### src/design/oate_pkg.sv
// ----------------------------------------------------------------------------
// oate_pkg
// Shared types and constants for the ordered array table engine.
// ----------------------------------------------------------------------------
`default_nettype none

package oate_pkg;

  localparam int unsigned DEPTH_DEF = 64;
  localparam int unsigned DATA_W    = 32;
  localparam int unsigned POS_W     = 7;
  localparam int unsigned CNT_W     = 7;
  localparam int unsigned IDX_W     = 6;
  localparam int unsigned STAT_W    = 3;

  typedef enum logic [1:0] {
    OP_DISPLAY = 2'd0,
    OP_INSERT  = 2'd1,
    OP_DELETE  = 2'd2,
    OP_SEARCH  = 2'd3
  } op_e;

  typedef enum logic [STAT_W-1:0] {
    STAT_OK       = 3'd0,
    STAT_BADPOS   = 3'd1,
    STAT_FULL     = 3'd2,
    STAT_NOTFOUND = 3'd3,
    STAT_EMPTY    = 3'd4
  } status_e;

  typedef enum logic [1:0] {
    CELL_HOLD = 2'd0,
    CELL_INS  = 2'd1,
    CELL_DEL  = 2'd2,
    CELL_ROT  = 2'd3
  } cell_cmd_e;

  typedef enum logic {
    ST_IDLE  = 1'b0,
    ST_SWEEP = 1'b1
  } state_e;

  typedef struct packed {
    cell_cmd_e          cmd;
    logic [POS_W-1:0]   pos;
    logic [CNT_W-1:0]   cnt;
    logic [DATA_W-1:0]  value;
  } cell_ctrl_t;

endpackage

`default_nettype wire

### src/design/oate_cell.sv
// ----------------------------------------------------------------------------
// oate_cell
// One entry of the table; takes its left or right neighbour on edits and
// rotations.
// ----------------------------------------------------------------------------
`default_nettype none

module oate_cell #(
  parameter int unsigned IDX = 0
) (
  input  wire                              clk_i,
  input  wire oate_pkg::cell_ctrl_t        ctrl_i,
  input  wire logic signed [oate_pkg::DATA_W-1:0] left_i,
  input  wire logic signed [oate_pkg::DATA_W-1:0] right_i,
  input  wire logic signed [oate_pkg::DATA_W-1:0] wrap_i,
  output logic signed [oate_pkg::DATA_W-1:0]      data_o
);
  import oate_pkg::*;

  logic signed [DATA_W-1:0] data_q, data_d;
  logic [CNT_W-1:0]         my_idx;

  assign my_idx = CNT_W'(IDX);

  always_comb begin
    data_d = data_q;
    case (ctrl_i.cmd)
      CELL_INS: begin
        if (my_idx > ctrl_i.pos) begin
          data_d = left_i;
        end else if (my_idx == ctrl_i.pos) begin
          data_d = ctrl_i.value;
        end
      end
      CELL_DEL: begin
        if (my_idx >= ctrl_i.pos) begin
          data_d = right_i;
        end
      end
      CELL_ROT: begin
        // last valid cell closes the ring back to cell 0
        if (my_idx == ctrl_i.cnt - CNT_W'(1)) begin
          data_d = wrap_i;
        end else if (my_idx < ctrl_i.cnt - CNT_W'(1)) begin
          data_d = right_i;
        end
      end
      default: data_d = data_q;
    endcase
  end

  always_ff @(posedge clk_i) begin
    data_q <= data_d;
  end

  assign data_o = data_q;

endmodule

`default_nettype wire

### config.mk
export PLATFORM = sky130hd
export DESIGN_NAME = oate_cell
export DESIGN_NICKNAME = d
export VERILOG_FILES = /design/src/design/oate_pkg.sv /design/src/design/oate_cell.sv
export SDC_FILE = /design/constraint.sdc
export NUM_CORES = 1
export LEC_CHECK = 0
export ABC_AREA = 1
export ABC_CLOCK_PERIOD_IN_PS = 3100
export BUFFER_PORTS_ARGS = -buffer_cell sky130_fd_sc_hd__buf_2
export CAP_MARGIN = 40
export CORE_ASPECT_RATIO = 2
export CORE_UTILIZATION = 42
export CTS_CLUSTER_DIAMETER = 150
export CTS_CLUSTER_SIZE = 14
export DETAILED_ROUTE_END_ITERATION = 10
export GPL_TIMING_DRIVEN = 0
export PLACE_DENSITY = 0.81
export SYNTH_ARGS = -nofsm -noshare
export SYNTH_HDL_FRONTEND = slang
export SYNTH_SLANG_ARGS = --single-unit
### constraint.sdc
create_clock -name clk_i -period 3.1 [get_ports clk_i]
set_input_delay 0.31 -clock clk_i [delete_from_list [all_inputs] [get_ports clk_i]]
set_output_delay 0.31 -clock clk_i [all_outputs]
set_load 0.1 [all_outputs]
**Word level (Yosys, flattened, before mapping)**

Cells that the tools add are included.

- Bits in registers: 32
- Bits in latches: 0
- Memory bits (writable): 0
- Bits in read-only memories: 0
- Bits of input ports: 145
- Output and inout bits: 32
- Logic and storage cells: 21
- Memories: 0

- Add/sub/neg operators: 1
- $mul: 0
- Divide/modulo/power cells: 0
- Order comparisons: 3
- Eq/ne operators: 6
- Shift-type cells: 0
- Muxes and demuxes: 6
- Bitwise gates (word level): 0
- Reductions and logical operators: 4

Operators by type and width:

| cell | number |
|---|---|
| $mux 32 | 5 |
| $pmux 32 s3 | 1 |
| $logic_not 7->1 | 2 |
| $ge 1x7->1 const A | 1 |
| $gt 1x7->1 const A | 1 |
| $lt 1x7->1 const A | 1 |
| $sub 7x1->7 const B | 1 |
| $ne 3x3->1 const B | 2 |
| $eq 2x2->1 const B | 2 |
| $reduce_and 4->1 | 1 |
| $reduce_bool 3->1 | 1 |
| $eq 2x1->1 const B | 1 |
| $ne 2x2->1 const B | 1 |

**Longest topological paths before layout**

Gate-level depths: netlist of the first run.

- Word-level depth: 5
- Gate-level depth with buffers: 11
- Mapped depth without buffers: 10

**Least setup slack after synthesis of the first run**

Ideal clock, no wire load.

- Path type: input to register
- Start point: in ctrl_i[32] (netlist name)
- End point: reg data_q[0], in the netlist data_o[0] (enable)
- Setup time: 389 ps
- Arrival time: 2,030 ps
- Required time: 2,711 ps
- Path slack: 681 ps
- Stages on the path: 8
- Buffers on the path: 1
- Cell sequence: inv_1 > ha_1 > xnor2_1 > nand3_2 > nor2_4 > buf_4 > o21ai_1 > nand2_1

- Longest elaborated chain between the ends: 4
- Elaborated cells on any way between the ends: 5
- Those cells by class: add/sub (1); order compare (1); eq/ne (1); reduce/logical (2)

Ends and longest elaborated chain:

| what | line | text |
|---|---|---|
| start: declaration | oate_cell.sv:12 | `input wire oate_pkg::cell_ctrl_t ctrl_i,` |
| $sub 7x1->7 * | oate_cell.sv:42, oate_cell.sv:44 |  |
| $lt 1x7->1 / $logic_not 7->1 (equally long branches) | oate_cell.sv:44, oate_cell.sv:42 |  |
| $ne 3x3->1 (no line) * | - |  |
| $reduce_and 4->1 (no line) * | - |  |
| end signal: assignment | oate_cell.sv:53 | `data_q <= data_d;` |
| end: declaration | oate_cell.sv:20 | `logic signed [DATA_W-1:0] data_q, data_d;` |

Mark *: on every way between the ends. The rest lies on a longest branch, timed or not.
A chain may end at the register's enable or synchronous reset.

**Worst setup path in the final report of the first run**

- Start point: in ctrl_i[32] (netlist name)
- End point: reg data_q[27], in the netlist data_o[27] (enable)

Same word-level chain as after synthesis.

==> results of run 1 <==
how the worst min path moves through the flow:
stage	startpoint	to	slack (ps)	cells after the start
floorplan	ctrl_i[0]	data_o[0]	580	4
global placement	ctrl_i[10]	data_o[10]	670	5
detailed placement	ctrl_i[11]	data_o[11]	680	5
CTS	ctrl_i[25]	data_o[25]	400	5
global route	ctrl_i[23]	data_o[23]	430	5
finish	ctrl_i[12]	data_o[12]	410	5
power groups by stage:
stage	combinational, uW	sequential (uW)	clock, uW
after floorplan	131	787	0
after global placement	507	538	0
after detailed placement	517	539	0
after CTS	518	530	458
after global routing	552	532	473
final	516	529	450
cell type report:
type / count / area, um2 / area share [%]
Clock buffer: 5 / 125.1 / 3.611
Multi-Input combinational cell: 225 / 1035 / 29.87
Inverter: 105 / 395.4 / 11.41
Tap cell: 61 / 76.32 / 2.203
Clock inverter: 2 / 7.507 / 0.2167
Timing Repair Buffer: 145 / 748.2 / 21.60
Sequential cell: 32 / 960.9 / 27.74
Buffer: 18 / 116.4 / 3.359
cell usage in the layout (no fill, tap or decap), types with 3 or more instances in the layout:
cell         n
o21ai_0     32
edfxtp_1    32
inv_1      102
clkbuf_16    5
buf_6        3
nand2_1    107
buf_4        6
nand3_1     69
clkbuf_1     6
buf_2      147
nor2_1       4
routing by layer:
metal	track usage [%]	wire length, um	vias up
li1	-	-	1464
met1	23.14	2669	1192
met2	39.84	3512	121
met3	2.800	411	4
met4	7.805	67	0
met5	0	0	-
cells by family after synthesis:
group,Yosys count,share of synthesized area [%]
flops,32,38.32
simple gates,189,33.33
compound gates,33,6.586
buf+inv,123,20.41
fa+ha+maj,2,0.9978
xor+xnor,1,0.3494
per-stage QoR:
step	instances	power, uW	cell area [um2]
2_1_floorplan	380	918.4	2507
3_3_place_gp	585	1046	3304
3_5_place_dp	586	1056	3332
4_1_cts	593	1506	3465
5_1_grt	593	1558	3465
6_report	593	1496	3465
tightest hold or removal path, delay by kind of cell:
kind / cells / cell delay [ps]
buffers and inverters: 2 / 110
and+or+nand+nor: 2 / 90
AOI/OAI and AO/OA: 1 / 60
==> metrics.md, run 1 <==
| Metric | Value |
|---|---|
| Power share of the clock group | between 30% and 40% |
| Worst Path Buf+Inv | 4 |
| Power Dens Cells | 431.8 nW/um2 |
| Commonest cells in the synthesized netlist | 107 x nand2_1, 102 x inv_1, 69 x nand3_1 |
| Post-Place Setup Slack | approximately 380 ps |
| Outcome | complete, no violations |
| H-tree Lvls | 2 |
| Post-layout min period | 2399 ps |
| Pins Over Slew Limit | 0 |
| Clock slew seen by the registers of the worst setup and hold paths | 50 ps |
| DR WL/cell | around 11 um |
| Avg Vias per Cell | roughly 4.7 |
| Setup_tns | 0 ps |
| Fmax | 416.8 MHz |
| Final WL | 6.660 mm |
| Final Util | about three fifths |
| Via count | ~2800 |
| FFs w/ async S/R, synth | 0% |
| Initial antenna violation count | 0 |
| CORE AREA | 5709 um2 |
| # diodes | 0 |
| Slew headroom | between 50% and 60% |
| Cell internal pwr | around 940 uW |
| CP required | 3080 ps |
| Gr ovfl total | 0 |
| Hpwl dp | between 5 and 6 mm |
| Die height | 111.3 um |
| Combinational power share | between 30% and 40% |
| Number of synthesized flops with an enable pin | 32 |
| ANT nets after route | 0 |
| TritonCTS clock tree | done |
| Synthesis-stage register bit count | 32 |
| CTS resizes | 0 |
| Vias in the first global route | 2577 |
| Yosys warning total | 0 |
| Gate Count Post-Synth | 380 |
| Worst setup margin | around 700 ps |
| Leak | just over 0.002 uW |
| Max_cap viols | 0 |
| Sw Ratio | 37.41% |
| Synth area leader | edfxtp_1 |
| Hold slack | 405.7 ps |
| CP Max Fanout | 18 |
| Largest stage delay, worst path | 550 ps |
| Hold Crit Class | in2reg |
| All-Layer GR Usage | 21.20% |
| NetSw | roughly 560 uW |
| CTS sink cnt | 32 |
| Filler cells | between 500 and 600 |
| Top delay family on crit path | simple AND/OR/NAND/NOR gates |
| RSZ-0062 raised after global routing | no |
| Post-synthesis sequential area ratio | about two fifths |
| Number of remaining DRC errors | 0 |
| Worst setup path endpoint | data_o[27] |
| # IOs | ~180 |
| Syn_area_per_cell | about 6.6 um2 |
| Pin count of the biggest net entering global routing | 19 |
| # Post-CTS Setup Buffers | 0 |
| Worst path cell trace | buf_2, inv_1, ha_1, xnor2_1, nand3_2, nor2_4, buf_4, o21ai_1, nand2_1, buf_16 |
| Initial core utilization | 43.92% |
| Nets@finish | 679 |
| CP max-delay cell | nand2_1 |
| Area contributors post-synth | edfxtp_1 38%, nand2_1 16%, inv_1 15%, nand3_1 14%, o21ai_0 6.4% |
| Most instantiated library cell after synthesis | nand2_1 |
| Sequential cell fraction of total power | a little over a third |
| Finish-stage setup viols | 0 |
| CP Class | in2reg |
| Syn Nets | roughly 530 |
| Root Buffer | clkbuf_16 |
| FP Rows | 39 |
| Yosys top cell area share | 38.32% |
| First-pass GRT wire length | approximately 11 mm |
| Buffers on Ports | between 100 and 150 |
| Synthesized area | around 2500 um2 |
| CP endpoint kind | flop |
| Gpl congestion | 0.8044 |
| Instance count on the critical path | 10 |
| Max reg flops | 32 |
| CP startpoint kind | input port |
| DR iter-0 viols | between 100 and 150 |
| Library cells used by synthesis | 22 |
| Die W | approximately 57 um |
| Peak supply drop | between 0.4 and 0.5 mV |
| CP Launch Point | ctrl_i[32] |
| Fin. Hold Viols | 0 |
| Period utilisation layout | 77.39% |
| Inserted Clock Buffers | 5 |
| DRT Pass-1 Iters | 4 |
| P&R area growth vs syn | 38.17% |
| Clock Path Buffers | 2 |
| Fraction of layout cells with a size suffix above 1 | roughly a third |
| Hold_buf cts | 0 |
| Actual slew at the worst max-slew pin | approximately 730 ps |
| WP data arrival | 2370 ps |
| Most used DFF post-synth | edfxtp_1 |
| Die footprint | 6302 um2 |
No activity file was read; power rests on OpenSTA's default activity.
==> run 2, diff against run 1 <==
Settings changed: ABC_AREA 1 to 0, ABC_CLOCK_PERIOD_IN_PS 3100 to 2200, CORE_UTILIZATION 42 to 37, PLACE_DENSITY 0.81 to 0.76.
Clock period 3.1 ns to 2.2 ns, I/O delays scaled along.
==> metrics.md, run 2 <==
| Metric | Value |
|---|---|
| Pin count of the biggest net entering global routing | 14 |
| Power share of the clock group | between 30% and 40% |
| CP max-delay cell | o31ai_4 |
| WP data arrival | 1930 ps |
| Post-Layout Cell Count | just under 500 |
| Top delay family on crit path | compound AO/OA/AOI/OAI gates |
| Hold_buf cts | 0 |
| First-pass GRT wire length | between 10 and 15 mm |
| CTS sink cnt | 32 |
| Fmax | just over 500 MHz |
| Initial antenna violation count | 0 |
| Register area | a little under 1000 um2 |
| Hold Crit Class | in2reg |
| Gate Count Post-Synth | 242 |
| Nets@finish | approximately 540 |
| Gr ovfl total | 0 |
| Pins Over Slew Limit | 0 |
| CP Max Fanout | 7 |
| ANT nets after route | 0 |
| Worst path cell trace | buf_2, or3_1, and3_1, clkbuf_2, o211a_1, o31ai_4, buf_4 |
| Max_cap viols | 0 |
| Synthesized area | approximately 2400 um2 |
| Fin. Hold Viols | 0 |
| Synth area leader | edfxtp_1 |
| Via count | 2475 |
| P&R area growth vs syn | 42.07% |
| Most frequent cells in the layout | 145 x buf_2, 34 x nand2_1, 32 x and2_1, 32 x o2111ai_1, 32 x edfxtp_1 |
| Synthesis-stage register bit count | 32 |
| Max reg flops | 32 |
| Area after DPL | between 3000 and 4000 um2 |
| Most used DFF post-synth | edfxtp_1 |
| DP Cell Count | 474 |
| DRT Pass-1 Iters | 4 |
| Finish-stage setup viols | 0 |
| Syn Nets | slightly below 400 |
| Sequential cell fraction of total power | 35.4% |
| Power Dens Cells | approximately 600 nW/um2 |
| Finished Cell Area | 3473 um2 |
| All-Layer GR Usage | about a fifth |
| Combinational power share | 33.1% |
| # diodes | 0 |
| Hpwl dp | roughly 5.6 mm |
| FFs w/ async S/R, synth | 0% |
| Peak supply drop | around 0.29 mV |
| Clock Path Buffers | 2 |
| H-tree Lvls | 2 |
| Most common cell after layout, fill and taps aside | buf_2 |
| Clock slew seen by the registers of the worst setup and hold paths | around 50 ps |
| Number of synthesized flops with an enable pin | 32 |
| Post-synthesis sequential area ratio | between 30% and 40% |
| Most instantiated library cell after synthesis | nand2_1 |
| Period utilisation layout | ~89% |
| Post-layout min period | slightly below 2000 ps |
| RSZ-0062 raised after global routing | no |
| Syn_area_per_cell | 10.10 um2 |
| Root Buffer | clkbuf_16 |
| Worst Path Buf+Inv | 3 |
| Filler cells | 640 |
| Initial core utilization | 38.43% |
| Actual slew at the worst max-slew pin | 741.3 ps |
| CP startpoint kind | input port |
| Die height | between 100 and 150 um |
| Vias in the first global route | 2317 |
| Cell internal pwr | around 1300 uW |
| Setup_tns | 0 ps |
| Inserted Clock Buffers | 5 |
| # IOs | 177 |
| Total power | 2086 uW |
| CORE AREA | 6361 um2 |
| Die footprint | about 7000 um2 |
| TritonCTS clock tree | done |
| Library cells used by synthesis | 27 |
| FP Rows | around 40 |
| Buffers on Ports | 143 |
| Gpl congestion | between 0.7 and 0.8 |
| Largest stage delay, worst path | roughly 380 ps |
| Post-Place Setup Slack | -380.9 ps |
| Sw Ratio | roughly 36% |
| Area contributors post-synth | edfxtp_1 39%, o221ai_2 15%, o2111ai_1 11%, and2_1 8.2%, nand2_1 5.2% |
| Outcome | complete, no violations |
| Final WL | about 6.9 mm |
| Leak | ~0.0015 uW |
| Die W | 59.48 um |
| NetSw | between 700 and 800 uW |
| CP Class | in2reg |
| CP endpoint kind | flop |
| Slew headroom | 50.58% |
| Multi-input gate area | roughly 1300 um2 |
| Yosys warning total | 0 |
| Worst setup margin | between 200 and 250 ps |
| DR iter-0 viols | ~100 |
| DR WL/cell | about 14 um |
| Yosys top cell area share | roughly two fifths |
| Commonest cells in the synthesized netlist | 34 x nand2_1, 32 x and2_1, 32 x edfxtp_1, 32 x o2111ai_1, 30 x inv_1 |
| Avg Vias per Cell | 5.114 |
| Fraction of layout cells with a size suffix above 1 | 48.99% |
| Number of remaining DRC errors | 0 |
| CP required | around 2200 ps |
-- run 2: cell types whose count changed in the layout (fill, tap and decap cells not counted), sizes merged, moves of 4 or more --
cell,previous run,this run
nand2b,0,5
buf,157,153
o211ai,0,5
nand2,108,34
o21ai,33,2
nor2,7,0
o2111ai,0,32
nand3,70,0
inv,104,30
and2,0,32
clkbuf,11,29
o221ai,0,27
-- run 2: worst paths after layout --
check | from | endpoint | slack (ps) | depth (start not counted)
worst min-delay path | ctrl_i[3] | data_o[3] | 240 | 3
worst max-delay path | ctrl_i[32] | data_o[18] | 250 | 7
-- run 2: area by class of cell --
type,instances,area share [%]
multi-input cells,153,36.46
flip-flops and latches,32,27.67
repair buffers,148,21.94
clock buffers,7,3.818
plain buffers,27,3.674
inverters,30,3.242
well taps,86,3.098
clock inverters,1,0.1081
-- run 2: power by group through the flow --
stage          clock, uW  combinational [uW]  sequential, uW
6_report             655                 692             739
5_1_grt              681                 733             745
4_1_cts              668                 691             741
3_5_place_dp           0                 689             753
3_3_place_gp           0                 676             752
2_1_floorplan          0                 169            1090
-- run 2: kinds of logic (layout without fill, tap and decap cells) --
kind of cell	after synthesis	after routing	share of synthesized area, %
adders and majority gates	2	2	1.023
DFF	32	32	39.30
and+or+nand+nor	80	80	17.09
AOI/OAI and AO/OA	71	71	32.86
buffers and inverters	57	213	9.723
-- run 2: routing by layer --
metal / global-route usage, % / vias to the layer above / routed length [um]
met3: 3.077 / 12 / 383
met5: 0 / - / 0
met4: 8.730 / 0 / 175
met2: 37.45 / 111 / 3855
li1: - / 1237 / -
met1: 20.91 / 1115 / 2506
-- run 2: worst min-delay path, delay by kind of cell --
family	cells	cell delay, ps
buffers and inverters	1	80
and+or+nand+nor	1	60
AOI/OAI and AO/OA	1	50
-- run 2: stage by stage --
stage / hold slack [ps] / utilization, %
floorplan: 422.7 / -
global placement: 515.5 / 51.61
detailed placement: 519.1 / 52.10
CTS: 230.7 / 54.27
global route: 244.5 / 54.60
finish: 235.8 / 54.60
-- run 2: repair_timing --
item	4_1_cts	5_1_grt
pin swaps	0	1
setup endpoints to repair	24	25
gates resized for setup	1	1
cloned	0	0
setup buffers	0	2
